--- src/rtl/core/tsc_pkg.sv ---
// Shared types and constants for the text frame sync and checksum block.
package tsc_pkg;

   localparam int TMO_W  = 16;
   localparam int LEN_W  = 10;
   localparam int POS_W  = 9;
   localparam int KIND_W = 3;
   localparam int QDEPTH = 4;
   localparam int QPTR_W = 2;
   localparam int QCNT_W = 3;

   localparam logic [KIND_W-1:0] K_BYTE    = 3'd0;
   localparam logic [KIND_W-1:0] K_RESTART = 3'd1;
   localparam logic [KIND_W-1:0] K_GOOD    = 3'd2;
   localparam logic [KIND_W-1:0] K_BAD     = 3'd3;
   localparam logic [KIND_W-1:0] K_OVERRUN = 3'd4;
   localparam logic [KIND_W-1:0] K_TIMEOUT = 3'd5;

   localparam logic [7:0] CH_CR = 8'h0d;
   localparam logic [7:0] CH_LF = 8'h0a;
   localparam logic [7:0] CH_P  = 8'h50;
   localparam logic [7:0] CH_I  = 8'h49;
   localparam logic [7:0] CH_D  = 8'h44;

   localparam logic [23:0] PID_TAG   = 24'h504944;
   localparam logic [63:0] END_LABEL = 64'h436865636b73756d;

   // sums of CR LF P I and CR LF P I D
   localparam logic [7:0] SUM4 = 8'hb0;
   localparam logic [7:0] SUM5 = 8'hf4;

   localparam logic [TMO_W-1:0] TMO_RESET = 16'd1500;
   localparam logic [LEN_W-1:0] MAX_RESET = 10'd512;

   localparam logic [2:0] ADDR_W = 3'd3;

   typedef struct packed {
      logic                start;
      logic                byte_v;
      logic [7:0]          data;
      logic [POS_W-1:0]    pos;
      logic                restart;
      logic                status_v;
      logic [KIND_W-1:0]   status_kind;
      logic [POS_W-1:0]    status_pos;
   } tsc_evt_type;

   function automatic logic [7:0] start_byte(input logic [1:0] idx);
      logic [7:0] b;
      case (idx)
         2'd0: b = CH_CR;
         2'd1: b = CH_LF;
         2'd2: b = CH_P;
         default: b = CH_I;
      endcase
      return b;
   endfunction

endpackage

--- src/rtl/core/tsc_front.sv ---
// Front end: start hunt, frame tracking, checksum and timeout classification.
module tsc_front #(
   parameter int BUFFER_BYTES = 512
) (
   input  logic                             clock,
   input  logic                             reset,
   input  logic                             accept,
   input  logic                             op,
   input  logic [7:0]                       rx_byte,
   input  logic [tsc_pkg::TMO_W-1:0]        timeout_ticks,
   input  logic [tsc_pkg::LEN_W-1:0]        max_frame_len,
   output logic                             evt_push,
   output tsc_pkg::tsc_evt_type             evt
);

   localparam int BUF_W = $clog2(BUFFER_BYTES + 1);
   localparam int LIM_W = (BUF_W > tsc_pkg::LEN_W) ? BUF_W : tsc_pkg::LEN_W;
   localparam logic [LIM_W-1:0] BUF_LIM = LIM_W'(BUFFER_BYTES);

   localparam logic [2:0] PH_CR  = 3'd0;
   localparam logic [2:0] PH_LF  = 3'd1;
   localparam logic [2:0] PH_P   = 3'd2;
   localparam logic [2:0] PH_I   = 3'd3;
   localparam logic [2:0] PH_COL = 3'd4;

   logic [2:0]                  phase_ff, phase_in;
   logic [tsc_pkg::LEN_W-1:0]   len_ff, len_in;
   logic [7:0]                  sum_ff, sum_in;
   logic [79:0]                 rec_ff, rec_in;
   logic [tsc_pkg::TMO_W-1:0]   elap_ff, elap_in;

   logic [tsc_pkg::TMO_W:0]     tick_t;
   logic [tsc_pkg::LEN_W-1:0]   new_len, aft_len, last_len, aft_last;
   logic [79:0]                 new_rec, aft_rec;
   logic [7:0]                  new_sum, aft_sum;
   logic                        pid_hit, end_hit, ovr;
   logic [LIM_W-1:0]            limit;

   assign tick_t   = {1'b0, elap_ff} + {{tsc_pkg::TMO_W{1'b0}}, 1'b1};
   assign new_len  = len_ff + 10'd1;
   assign last_len = len_ff - 10'd1;
   assign new_rec  = {rec_ff[71:0], rx_byte};
   assign new_sum  = sum_ff + rx_byte;
   assign pid_hit  = (new_len > 10'd5) && (new_rec[23:0] == tsc_pkg::PID_TAG);
   assign aft_len  = pid_hit ? 10'd5 : new_len;
   assign aft_last = aft_len - 10'd1;
   assign aft_sum  = pid_hit ? tsc_pkg::SUM5 : new_sum;
   assign aft_rec  = pid_hit ? {40'd0, tsc_pkg::CH_CR, tsc_pkg::CH_LF, tsc_pkg::CH_P,
                                tsc_pkg::CH_I, tsc_pkg::CH_D} : new_rec;
   assign end_hit  = !pid_hit && (new_len > 10'd10) &&
                     (new_rec[79:16] == tsc_pkg::END_LABEL);
   assign limit    = (LIM_W'(max_frame_len) < BUF_LIM) ? LIM_W'(max_frame_len) : BUF_LIM;
   assign ovr      = LIM_W'(aft_len) >= limit;

   always_comb begin
      phase_in = phase_ff;
      len_in   = len_ff;
      sum_in   = sum_ff;
      rec_in   = rec_ff;
      elap_in  = elap_ff;
      evt      = '0;
      evt_push = 1'b0;
      if (accept) begin
         if (op) begin
            if ((phase_ff == PH_COL) ? (tick_t >= {1'b0, timeout_ticks})
                                     : (tick_t > {1'b0, timeout_ticks})) begin
               evt_push         = 1'b1;
               evt.status_v     = 1'b1;
               evt.status_kind  = tsc_pkg::K_TIMEOUT;
               evt.status_pos   = (phase_ff == PH_COL) ? last_len[tsc_pkg::POS_W-1:0]
                                                       : '0;
               phase_in = PH_CR;
               len_in   = '0;
               sum_in   = '0;
               rec_in   = '0;
               elap_in  = '0;
            end else begin
               elap_in = tick_t[tsc_pkg::TMO_W-1:0];
            end
         end else begin
            case (phase_ff)
               PH_CR: begin
                  if (rx_byte == tsc_pkg::CH_CR) phase_in = PH_LF;
               end
               PH_LF: begin
                  phase_in = (rx_byte == tsc_pkg::CH_LF) ? PH_P : PH_CR;
               end
               PH_P: begin
                  phase_in = (rx_byte == tsc_pkg::CH_P) ? PH_I : PH_CR;
               end
               PH_I: begin
                  if (rx_byte == tsc_pkg::CH_I) begin
                     evt_push  = 1'b1;
                     evt.start = 1'b1;
                     phase_in  = PH_COL;
                     len_in    = 10'd4;
                     sum_in    = tsc_pkg::SUM4;
                     rec_in    = {48'd0, tsc_pkg::CH_CR, tsc_pkg::CH_LF, tsc_pkg::CH_P,
                                  tsc_pkg::CH_I};
                     elap_in   = '0;
                  end else begin
                     phase_in = PH_CR;
                  end
               end
               PH_COL: begin
                  evt_push    = 1'b1;
                  evt.byte_v  = 1'b1;
                  evt.data    = rx_byte;
                  evt.pos     = len_ff[tsc_pkg::POS_W-1:0];
                  evt.restart = pid_hit;
                  if (ovr || end_hit) begin
                     evt.status_v    = 1'b1;
                     evt.status_kind = ovr ? tsc_pkg::K_OVERRUN :
                                       ((aft_sum == 8'd0) ? tsc_pkg::K_GOOD : tsc_pkg::K_BAD);
                     evt.status_pos  = aft_last[tsc_pkg::POS_W-1:0];
                     phase_in = PH_CR;
                     len_in   = '0;
                     sum_in   = '0;
                     rec_in   = '0;
                     elap_in  = '0;
                  end else begin
                     len_in = aft_len;
                     sum_in = aft_sum;
                     rec_in = aft_rec;
                  end
               end
               default: begin
                  phase_in = PH_CR;
               end
            endcase
         end
      end
   end

   always_ff @(posedge clock) begin
      if (reset) begin
         phase_ff <= PH_CR;
         len_ff   <= '0;
         sum_ff   <= '0;
         rec_ff   <= '0;
         elap_ff  <= '0;
      end else begin
         phase_ff <= phase_in;
         len_ff   <= len_in;
         sum_ff   <= sum_in;
         rec_ff   <= rec_in;
         elap_ff  <= elap_in;
      end
   end

endmodule

--- src/rtl/core/tsc_queue.sv ---
// Short event queue between front and back ends.
module tsc_queue (
   input  logic                  clock,
   input  logic                  reset,
   input  logic                  push,
   input  tsc_pkg::tsc_evt_type  push_data,
   input  logic                  pop,
   output tsc_pkg::tsc_evt_type  pop_data,
   output logic                  empty,
   output logic                  full
);

   tsc_pkg::tsc_evt_type            mem_ff [tsc_pkg::QDEPTH];
   logic [tsc_pkg::QPTR_W-1:0]      wr_ff, wr_in, rd_ff, rd_in;
   logic [tsc_pkg::QCNT_W-1:0]      cnt_ff, cnt_in;
   logic                            do_push, do_pop;

   assign empty    = (cnt_ff == '0);
   assign full     = (cnt_ff == tsc_pkg::QCNT_W'(tsc_pkg::QDEPTH));
   assign do_push  = push && !full;
   assign do_pop   = pop && !empty;
   assign pop_data = mem_ff[rd_ff];

   always_comb begin
      wr_in  = do_push ? wr_ff + 2'd1 : wr_ff;
      rd_in  = do_pop ? rd_ff + 2'd1 : rd_ff;
      cnt_in = cnt_ff;
      if (do_push && !do_pop) cnt_in = cnt_ff + 3'd1;
      if (!do_push && do_pop) cnt_in = cnt_ff - 3'd1;
   end

   always_ff @(posedge clock) begin
      if (do_push) mem_ff[wr_ff] <= push_data;
   end

   always_ff @(posedge clock) begin
      if (reset) begin
         wr_ff  <= '0;
         rd_ff  <= '0;
         cnt_ff <= '0;
      end else begin
         wr_ff  <= wr_in;
         rd_ff  <= rd_in;
         cnt_ff <= cnt_in;
      end
   end

endmodule

--- src/rtl/core/tsc_back.sv ---
// Back end: expands queued events into result transfers through an output register.
module tsc_back (
   input  logic                         clock,
   input  logic                         reset,
   input  logic                         q_empty,
   input  tsc_pkg::tsc_evt_type         q_data,
   output logic                         q_pop,
   output logic                         rsp_empty,
   input  logic                         rsp_pop,
   output logic [tsc_pkg::KIND_W-1:0]   rsp_kind,
   output logic [7:0]                   rsp_frame_byte,
   output logic [tsc_pkg::POS_W-1:0]    rsp_position,
   output logic                         rsp_last_of_run
);

   tsc_pkg::tsc_evt_type            cur_ff, cur_in;
   logic [3:0]                      pend_ff, pend_in;   // status, restart, byte, start
   logic [1:0]                      stp_ff, stp_in;
   logic                            ov_ff, ov_in;
   logic [tsc_pkg::KIND_W-1:0]      okind_ff, okind_in;
   logic [7:0]                      obyte_ff, obyte_in;
   logic [tsc_pkg::POS_W-1:0]       opos_ff, opos_in;
   logic                            olast_ff, olast_in;

   logic                            act, emit, last;
   logic [tsc_pkg::KIND_W-1:0]      r_kind;
   logic [7:0]                      r_byte;
   logic [tsc_pkg::POS_W-1:0]       r_pos;
   logic [3:0]                      pend_nx;

   assign act  = |pend_ff;
   assign emit = act && (!ov_ff || rsp_pop);

   always_comb begin
      r_kind  = tsc_pkg::K_BYTE;
      r_byte  = '0;
      r_pos   = '0;
      last    = 1'b0;
      pend_nx = pend_ff;
      if (pend_ff[0]) begin
         r_byte = tsc_pkg::start_byte(stp_ff);
         r_pos  = tsc_pkg::POS_W'(stp_ff);
         last   = (stp_ff == 2'd3);
         if (last) pend_nx[0] = 1'b0;
      end else if (pend_ff[1]) begin
         r_byte     = cur_ff.data;
         r_pos      = cur_ff.pos;
         last       = !pend_ff[2] && !pend_ff[3];
         pend_nx[1] = 1'b0;
      end else if (pend_ff[2]) begin
         r_kind     = tsc_pkg::K_RESTART;
         r_pos      = 9'd4;
         last       = !pend_ff[3];
         pend_nx[2] = 1'b0;
      end else begin
         r_kind     = cur_ff.status_kind;
         r_pos      = cur_ff.status_pos;
         last       = 1'b1;
         pend_nx[3] = 1'b0;
      end
   end

   assign q_pop = (!act || (emit && last)) && !q_empty;

   always_comb begin
      cur_in   = cur_ff;
      pend_in  = pend_ff;
      stp_in   = stp_ff;
      ov_in    = ov_ff;
      okind_in = okind_ff;
      obyte_in = obyte_ff;
      opos_in  = opos_ff;
      olast_in = olast_ff;
      if (emit) begin
         pend_in  = pend_nx;
         stp_in   = stp_ff + 2'd1;
         ov_in    = 1'b1;
         okind_in = r_kind;
         obyte_in = r_byte;
         opos_in  = r_pos;
         olast_in = last;
      end else if (rsp_pop) begin
         ov_in = 1'b0;
      end
      if (q_pop) begin
         cur_in  = q_data;
         pend_in = {q_data.status_v, q_data.restart, q_data.byte_v, q_data.start};
         stp_in  = '0;
      end
   end

   always_ff @(posedge clock) begin
      if (reset) begin
         pend_ff <= '0;
         stp_ff  <= '0;
         ov_ff   <= 1'b0;
      end else begin
         pend_ff <= pend_in;
         stp_ff  <= stp_in;
         ov_ff   <= ov_in;
      end
   end

   always_ff @(posedge clock) begin
      cur_ff   <= cur_in;
      okind_ff <= okind_in;
      obyte_ff <= obyte_in;
      opos_ff  <= opos_in;
      olast_ff <= olast_in;
   end

   assign rsp_empty       = !ov_ff;
   assign rsp_kind        = okind_ff;
   assign rsp_frame_byte  = obyte_ff;
   assign rsp_position    = opos_ff;
   assign rsp_last_of_run = olast_ff;

endmodule

--- src/rtl/core/text_frame_sync_checksum.sv ---
// Top level: register port, front end, event queue and back end.
// Throughput: one item per cycle while the event queue is not full; the back end
// sends one result per cycle while the result channel is not stalled, so a start
// match (four results) holds it while later events wait in a 4-entry queue.
// Reset is synchronous: hunting for CR, frame state cleared, registers to defaults.
module text_frame_sync_checksum #(
   parameter int BUFFER_BYTES = 512
) (
   input  logic                            clock,
   input  logic                            reset,
   input  logic                            req_push,
   output logic                            req_full,
   input  logic                            req_op,
   input  logic [7:0]                      req_rx_byte,
   output logic                            rsp_empty,
   input  logic                            rsp_pop,
   output logic [tsc_pkg::KIND_W-1:0]      rsp_kind,
   output logic [7:0]                      rsp_frame_byte,
   output logic [tsc_pkg::POS_W-1:0]       rsp_position,
   output logic                            rsp_last_of_run,
   input  logic                            csr_psel,
   input  logic                            csr_penable,
   input  logic                            csr_pwrite,
   input  logic [tsc_pkg::ADDR_W-1:0]      csr_paddr,
   input  logic [31:0]                     csr_pwdata,
   output logic [31:0]                     csr_prdata,
   output logic                            csr_pready
);

   logic [tsc_pkg::TMO_W-1:0]   tmo_ff, tmo_in;
   logic [tsc_pkg::LEN_W-1:0]   max_ff, max_in;
   logic                        wr_en, accept, evt_push, q_pop, q_empty;
   tsc_pkg::tsc_evt_type        evt, q_data;

   assign csr_pready = 1'b1;
   assign wr_en      = csr_psel && csr_penable && csr_pwrite && csr_pready;
   assign csr_prdata = csr_paddr[2] ? {22'd0, max_ff} : {16'd0, tmo_ff};

   always_comb begin
      tmo_in = tmo_ff;
      max_in = max_ff;
      if (wr_en) begin
         if (csr_paddr[2]) max_in = csr_pwdata[tsc_pkg::LEN_W-1:0];
         else              tmo_in = csr_pwdata[tsc_pkg::TMO_W-1:0];
      end
   end

   always_ff @(posedge clock) begin
      if (reset) begin
         tmo_ff <= tsc_pkg::TMO_RESET;
         max_ff <= tsc_pkg::MAX_RESET;
      end else begin
         tmo_ff <= tmo_in;
         max_ff <= max_in;
      end
   end

   assign accept = req_push && !req_full;

   tsc_front #(
      .BUFFER_BYTES (BUFFER_BYTES)
   ) u_front (
      .clock         (clock),
      .reset         (reset),
      .accept        (accept),
      .op            (req_op),
      .rx_byte       (req_rx_byte),
      .timeout_ticks (tmo_ff),
      .max_frame_len (max_ff),
      .evt_push      (evt_push),
      .evt           (evt)
   );

   tsc_queue u_queue (
      .clock     (clock),
      .reset     (reset),
      .push      (evt_push),
      .push_data (evt),
      .pop       (q_pop),
      .pop_data  (q_data),
      .empty     (q_empty),
      .full      (req_full)
   );

   tsc_back u_back (
      .clock           (clock),
      .reset           (reset),
      .q_empty         (q_empty),
      .q_data          (q_data),
      .q_pop           (q_pop),
      .rsp_empty       (rsp_empty),
      .rsp_pop         (rsp_pop),
      .rsp_kind        (rsp_kind),
      .rsp_frame_byte  (rsp_frame_byte),
      .rsp_position    (rsp_position),
      .rsp_last_of_run (rsp_last_of_run)
   );

endmodule

--- config.mk ---
export PLATFORM = sky130hd
export DESIGN_NAME = text_frame_sync_checksum
export DESIGN_NICKNAME = d
export VERILOG_FILES = /design/src/rtl/core/tsc_pkg.sv /design/src/rtl/core/tsc_front.sv /design/src/rtl/core/tsc_queue.sv /design/src/rtl/core/tsc_back.sv /design/src/rtl/core/text_frame_sync_checksum.sv
export SDC_FILE = /design/constraint.sdc
export NUM_CORES = 1
export LEC_CHECK = 0
export ABC_CLOCK_PERIOD_IN_PS = 13290
export BUFFER_PORTS_ARGS = -buffer_cell sky130_fd_sc_hd__clkbuf_2
export CAP_MARGIN = 20
export CORE_AREA = 2 2 296 181
export DETAILED_ROUTE_END_ITERATION = 8
export DIE_AREA = 0 0 298 183
export GPL_ROUTABILITY_DRIVEN = 1
export GPL_TIMING_DRIVEN = 0
export PLACE_DENSITY = 0.53
export SYNTH_ARGS = -nofsm -noshare
export SYNTH_HDL_FRONTEND = slang
export SYNTH_HIERARCHICAL = 1
export SYNTH_SLANG_ARGS = --single-unit
--- constraint.sdc ---
create_clock -name clock -period 13.29 [get_ports clock]
set_clock_uncertainty 0.05 [all_clocks]
set_input_delay 1.329 -clock clock [delete_from_list [all_inputs] [get_ports clock]]
set_output_delay 1.329 -clock clock [all_outputs]
set_load 0.01 [all_outputs]
==> flow_metrics.py, run 1 <==
metrics = {
    "clocking": {
        "insertion_delay_ps": 540,
        "clock_sinks": 333,
        "clk_pin_slew_worst_paths_ps": 60,
        "ctsLongestPathBuffers": 3,
        "root_buffer": "clkbuf_16",
        "cts_made_buffers": 34,
        "htree_levels": 2,
        "cts_tree": "yes",
        "cts_hold_buffers": 0,
        "postCtsSetupBuffers": 0,
        "cts_resized": 0,
    },
    "routing": {
        "drt-wirelength-per-cell_um": 19.00,
        "wl_um": 40270,
        "wl_met3_um": 2897,
        "via_per_inst": 4.999,
        "drc": 0,
        "drtIter0Drc": 861,
        "routed-wl-met2_um": 15640,
        "highest_layer": "met4",
        "wl_met1_um": 21320,
        "firstDrtPassIters": 5,
        "vias": 10593,
        "ant_nets": 0,
    },
    "timing": {
        "final-setup-viol-count": 0,
        "slew_viol_final": 0,
        "post-route-period-util_pct": 50.73,
        "worstMarginPinSlew_ps": 1030,
        "rsz0062_at_grt": "no",
        "hold_viol_final": 0,
        "max_freq_mhz": 148.3,
        "relSlewSlack_pct": 30.94,
        "finalSetupTns_ps": 0,
        "period_minus_slack_ps": 6742,
    },
    "finish": {
        "diodes": 0,
        "layout.filler_cells": 5231,
        "area_growth_pct": 16.58,
        "final_nets": 1494,
        "final_layout_size_suffix_gt1_share_pct": 18.01,
    },
    "yosys": {
        "ys.warnings.count": 6,
        "ys_top_cells_by_area": "edfxtp_1, dfxtp_1, mux4_2, ha_1, a22o_1",
        "yosysSeqAreaShare_pct": 55.26,
        "yosys.area.top_type": "edfxtp_1",
        "synth_edf_count": 182,
        "postSynthRegisterBits": 333,
        "syn_area_um2": 15360,
        "synthesis.instances": 1266,
        "yosys.area.top_type_share_pct": 35.58,
        "yosysUniqueCellTypes": 85,
        "dominantRegCellSynth": "edfxtp_1",
        "synth-async-reset-ratio_pct": 0,
        "postSynthAreaPerCell_um2": 12.13,
    },
    "worst_setup_path": {
        "worst_setup_path_start_kind": "flop",
        "worstSetupPathType": "flop to flop",
        "arrival_ps": 7170,
        "critPathRequiredTime_ps": 13720,
        "worstSetupEndpointType": "flop",
        "cp_max_fo": 10,
    },
    "place": {
        "dp_hpwl_um": 29360,
        "port_buffers": 70,
        "routabilityCongestion": 0.8616,
    },
    "floorplan": {
        "die_y_um": 183,
        "die_w_um": 298,
        "initial_core_util_pct": 29.60,
        "die-area_um2": 54530,
        "num_io_pins": 107,
        "coreArea_um2": 51890,
        "rows": 65,
    },
    "power": {
        "p_total_w": 0.002622,
        "p_comb_share_pct": 14.3,
        "p_clk_share_pct": 38.4,
        "power_switching_w": 0.0006838,
        "p_leak_nw": 6.603,
        "p_seq_share_pct": 47.3,
        "power_density_nw_per_um2": 146.4,
        "swShare_pct": 26.08,
        "peakVddDrop_v": 0.0001068,
        "power.internal_w": 0.001938,
    },
    "run": {
        "maxCapViolCount": 0,
    },
    "global_routing": {
        "grt_remaining_overflow": 0,
        "grt_pass1_wl_um": 61490,
        "grt_util_all_layers_pct": 14.56,
        "grt_max_degree": 34,
        "antenna_found_initial": 1,
        "grt_pass1_vias": 10164,
    },
    "run_status": {
        "outcome": "complete, no violations",
    },
    "hold_path": {
        "min_path_type": "flop to flop",
    },
}
worst max-delay path, cell delays in order, from the launching register on:
cell and delay (ps):
dfxtp_1 330, ha_1 260, and3_1 240, xnor2_1 480, nand3_1 320, or4b_4 630
o21a_1 240, clkbuf_1 340, nor2_1 370, ha_1 280, nand2b_1 130, a2111oi_0 560
o21ai_0 220, a211oi_1 860, o211ai_4 330, or2_2 370, clkbuf_1 310, nor3_1 230
a21o_1 110
synth_stat cells (6+ instances only):
master,n
edfxtp_1,182
nor2b_1,15
or4_1,8
nand4b_1,6
ha_1,49
a22o_1,64
and2_1,27
mux2_2,10
buf_2,20
a21oi_1,51
buf_4,22
or3_1,16
nand2_1,55
xnor2_1,28
nor2_1,103
and3_1,6
o2bb2ai_1,20
inv_1,50
clkbuf_1,30
a22oi_1,6
nand2b_1,41
o32ai_1,8
a31oi_1,9
nand4_1,12
mux4_2,30
dfxtp_1,151
mux2i_1,28
buf_6,8
o21ai_0,20
nand3_1,31
nor4b_1,9
nor4_1,9
xor2_1,16
nor3_1,17
a21o_1,11
flip-flops by register name, indices dropped and copies added (netlist names), 2 cells and up, named ones only:
signal	count
u_front/sum_ff	8
u_queue/cnt_ff	3
max_ff	10
u_queue/wr_ff	2
u_queue/mem_ff	132
u_back/rsp_kind	3
u_back/pend_ff	4
u_back/cur_ff	29
tmo_ff	16
u_front/len_ff	10
u_front/phase_ff	3
u_back/rsp_frame_byte	8
u_back/stp_ff	2
u_front/elap_ff	16
u_back/rsp_position	9
u_front/rec_ff	72
u_queue/rd_ff	2
cells in the final DEF, fill, tap and decap left out, types with 15 or more instances in the layout:
cell type and n:
nand2b_1 41, conb_1 17, ha_1 49, or3_1 16, xor2_1 16, mux4_2 30, a21oi_1 51, o21ai_0 20
nand2_1 55, dfxtp_1 151, nor2b_1 15, mux2i_1 28, nor3_1 17, inv_1 50, nand3_1 31, xnor2_1 28
clkbuf_1 35, clkbuf_16 34, o2bb2ai_1 20, a22o_1 64, clkbuf_2 71, buf_4 22, and2_1 23, edfxtp_1 182
buf_2 20, nor2_1 103
cell families (layout without fill, tap and decap cells):
| group | after synthesis | in the layout | share of synthesized area (%) |
|---|---|---|---|
| AND/OR/NAND/NOR | 392 | 392 | 14.17 |
| flip-flops | 333 | 333 | 55.26 |
| AO/OA/AOI/OAI | 234 | 234 | 11.37 |
| buffers and inverters | 139 | 274 | 4.920 |
| multiplexers | 71 | 71 | 7.470 |
| adder cells (fa/ha/maj) | 51 | 51 | 4.252 |
| XOR/XNOR | 44 | 44 | 2.509 |
| other | 2 | 17 | 0.04889 |
through the flow:
step	instance area (um^2)	worst slack, ps	utilization, %	hold WS (ps)	instances
floorplan	15420	8265	-	386.3	1281
finish	17910	6548	34.51	426.8	2119
detailed placement	16750	6394	32.27	407.6	2059
CTS	17910	6636	34.51	427.1	2119
global route	17910	6144	34.51	431.5	2119
global placement	16650	6333	32.08	407.3	2054
area by class of cell:
type	instances	area, um^2	share of cell area, %
clock buffer	47	973.4	5.436
buffer	88	564.3	3.151
inverter	51	191.4	1.069
clock inverter	13	186.4	1.041
multi-input combinational	809	6177	34.50
tap	703	879.6	4.912
sequential	333	8488	47.40
timing repair buffer	75	445.4	2.488
power groups by stage:
stage / registers (W) / clock network (W) / logic [W]
2_1_floorplan: 0.00127 / 0 / 0.000234
3_3_place_gp: 0.00126 / 0 / 0.000367
3_5_place_dp: 0.00126 / 0 / 0.000380
4_1_cts: 0.00124 / 0.00103 / 0.000381
5_1_grt: 0.00125 / 0.00107 / 0.000413
6_report: 0.00124 / 0.00101 / 0.000375
layer usage:
layer	vias up	track usage, %
met4	0	2.794
met2	321	19.36
met1	5289	23.53
met3	34	3.222
li1	4949	-
met5	-	0
worst paths after layout:
kind,startpoint,to,slack [ps],depth (start not counted)
max reg2reg,u_front/len_ff[0]$_SDFFE_PP0P_,u_front/len_ff[4]$_SDFFE_PP0P_,6550,18
min,u_front/sum_ff[7]$_SDFFE_PP0P_,u_front/sum_ff[7]$_SDFFE_PP0P_,430,1
max,u_front/len_ff[0]$_SDFFE_PP0P_,u_front/len_ff[4]$_SDFFE_PP0P_,6550,18
min reg2reg,u_front/sum_ff[7]$_SDFFE_PP0P_,u_front/sum_ff[7]$_SDFFE_PP0P_,430,1
Power figures use the tool's default switching activity.
==> run 2, diff against run 1 <==
--- a/config.mk
+++ b/config.mk
@@ -5,7 +5,7 @@
 export SDC_FILE = /design/constraint.sdc
 export NUM_CORES = 1
 export LEC_CHECK = 0
-export ABC_CLOCK_PERIOD_IN_PS = 13290
+export ABC_CLOCK_PERIOD_IN_PS = 5800
 export BUFFER_PORTS_ARGS = -buffer_cell sky130_fd_sc_hd__clkbuf_2
 export CAP_MARGIN = 20
 export CORE_AREA = 2 2 296 181
@@ -13,7 +13,7 @@
 export DIE_AREA = 0 0 298 183
 export GPL_ROUTABILITY_DRIVEN = 1
 export GPL_TIMING_DRIVEN = 0
-export PLACE_DENSITY = 0.53
+export PLACE_DENSITY = 0.55
 export SYNTH_ARGS = -nofsm -noshare
 export SYNTH_HDL_FRONTEND = slang
 export SYNTH_HIERARCHICAL = 1
==> constraint.sdc (replaced) <==
create_clock -name clock -period 5.8 [get_ports clock]
set_clock_uncertainty 0.05 [all_clocks]
set_input_delay 0.58 -clock clock [delete_from_list [all_inputs] [get_ports clock]]
set_output_delay 0.58 -clock clock [all_outputs]
set_load 0.01 [all_outputs]
==> run 2 against run 1 <==
Utilization decreased by 0.099 points. Via count down 0.19%. Wire length is 0.27% lower. Critical endpoint is now u_queue/mem_ff[0][0]$_DFFE_PP_. Largest cell class unchanged.
==> flow_metrics.py, run 2 (same netlist as run 1, synthesis figures left out) <==
metrics = {
    "routing": {
        "ant_nets": 0,
        "drc": 0,
        "wl_um": 40160,
        "via_per_inst": 4.987,
        "vias": 10573,
        "drt-wirelength-per-cell_um": 18.94,
        "drtIter0Drc": 907,
        "firstDrtPassIters": 8,
    },
    "global_routing": {
        "antenna_found_initial": 0,
        "grt_pass1_vias": 10248,
        "grt_remaining_overflow": 0,
        "grt_max_degree": 34,
        "grt_util_all_layers_pct": 14.59,
        "grt_pass1_wl_um": 62020,
    },
    "clocking": {
        "clock_sinks": 333,
        "root_buffer": "clkbuf_16",
        "clk_pin_slew_worst_paths_ps": 70,
        "htree_levels": 1,
        "insertion_delay_ps": 600,
        "cts_hold_buffers": 0,
        "ctsLongestPathBuffers": 3,
        "cts_tree": "yes",
        "cts_made_buffers": 31,
    },
    "timing": {
        "slew_viol_final": 0,
        "max_freq_mhz": 180.8,
        "final-setup-viol-count": 0,
        "relSlewSlack_pct": 40.46,
        "hold_viol_final": 0,
        "layout_setup_ws_ps": 269.1,
        "rsz0062_at_grt": "no",
        "worstMarginPinSlew_ps": 890.0,
        "post-route-period-util_pct": 95.36,
        "period_minus_slack_ps": 5531,
    },
    "finish": {
        "fin_cells": 2120,
        "mostFrequentLayoutCell": "edfxtp_1",
        "final_layout_size_suffix_gt1_share_pct": 18.87,
        "final_nets": 1492,
        "layout.filler_cells": 5188,
        "multi_input_comb_area_um2": 6242,
        "reg.largest.list": "u_queue/mem_ff: 132 flops, u_front/rec_ff: 72 flops, u_back/cur_ff: 29 flops",
        "registers.top_by_ff_count": "u_queue/mem_ff",
        "largest_reg_flops": 132,
        "area_growth_pct": 16.24,
        "fin_util_pct": 34.41,
        "fin_area_um2": 17850,
        "regArea_um2": 8489,
        "final_cell_mix": "edfxtp_1, dfxtp_1, nor2_1, clkbuf_2, a22o_1",
    },
    "floorplan": {
        "initial_core_util_pct": 29.60,
        "coreArea_um2": 51890,
        "die-area_um2": 54530,
        "num_io_pins": 107,
        "rows": 65,
        "die_w_um": 298,
        "die_y_um": 183,
    },
    "place": {
        "pre_cts_ws_ps": -689.0,
        "dp_hpwl_um": 29340,
        "port_buffers": 70,
        "routabilityCongestion": 0.8886,
        "dp.cells": 2059,
        "placed_area_um2": 16750,
    },
    "run_status": {
        "outcome": "complete, no violations",
    },
    "worst_setup_path": {
        "worstSetupPathType": "flop to flop",
        "critPathRequiredTime_ps": 6040,
        "cp_max_fo": 10,
        "worstSetupEndpointType": "flop",
        "worst_setup_path_start_kind": "flop",
        "arrival_ps": 5770,
    },
    "hold_path": {
        "min_path_type": "input pin to flop",
    },
    "power": {
        "power_density_nw_per_um2": 323.9,
        "p_leak_nw": 6.573,
        "peakVddDrop_v": 0.0002523,
        "p_total_w": 0.005782,
    },
    "run": {
        "maxCapViolCount": 0,
    },
}
-- run 2: power breakdown --
part           total [W]  internal (W)  switching (W)
Sequential       0.00284       0.00276      0.0000847
Combinational   0.000872      0.000322       0.000550
Clock            0.00207       0.00114       0.000927
-- run 2: stage by stage --
stage | hold slack [ps] | TNS, ps
final | 173.2 | 0
after global routing | 174.5 | 0
after CTS | 152.7 | 0
after detailed placement | 410.7 | -79840
after global placement | 408.3 | -211490
after floorplan | 386.3 | 0
-- run 2: cell type report --
type                    instances  area share [%]
diodes                          2         0.02803
plain buffers                  87           3.160
clock buffers                  38           4.779
clock inverters                20          0.9460
inverters                      51           1.072
multi-input cells             809           34.96
flip-flops and latches        333           47.55
well taps                     703           4.926
repair buffers                 77           2.579
-- run 2: per-layer routing --
metal | vias up | wire [um] | GRT usage, %
li1 | 4939 | - | -
met1 | 5251 | 21030 | 23.41
met2 | 337 | 15420 | 19.87
met3 | 46 | 3178 | 3.068
met4 | 0 | 538 | 2.533
met5 | - | 0 | 0
-- run 2: worst max-delay path, cell delays in order, from the launching register on --
cell and delay (ps):
dfxtp_1 360, buf_4 190, nand3_2 230, or4_1 580, o311ai_1 120, or4b_4 550
o21a_1 240, clkbuf_2 280, nor2_2 250, ha_1 250, nand2b_1 130, a2111oi_1 440
o21ai_0 230, a211oi_2 250, buf_4 180, o21ai_1 100, a21oi_1 150, or3_1 170
buf_2 280, a21oi_1 170
-- run 2: what timing repair did --
action,4_1_cts,5_1_grt
cloned,0,0
endpoints found under the setup margin,276,248
resized for setup,7,12
pin swaps,1,2
buffers inserted,1,1
-- run 2: worst paths after layout --
path	startpoint	end	slack [ps]	depth (start not counted)
min	csr_pwdata[11]	tmo_ff[11]$_SDFFE_PP0P_	170	3
max	u_front/len_ff[0]$_SDFFE_PP0P_	u_queue/mem_ff[0][0]$_DFFE_PP_	270	19
max reg2reg	u_front/len_ff[0]$_SDFFE_PP0P_	u_queue/mem_ff[0][0]$_DFFE_PP_	270	19
min reg2reg	u_front/sum_ff[7]$_SDFFE_PP0P_	u_front/sum_ff[7]$_SDFFE_PP0P_	420	1
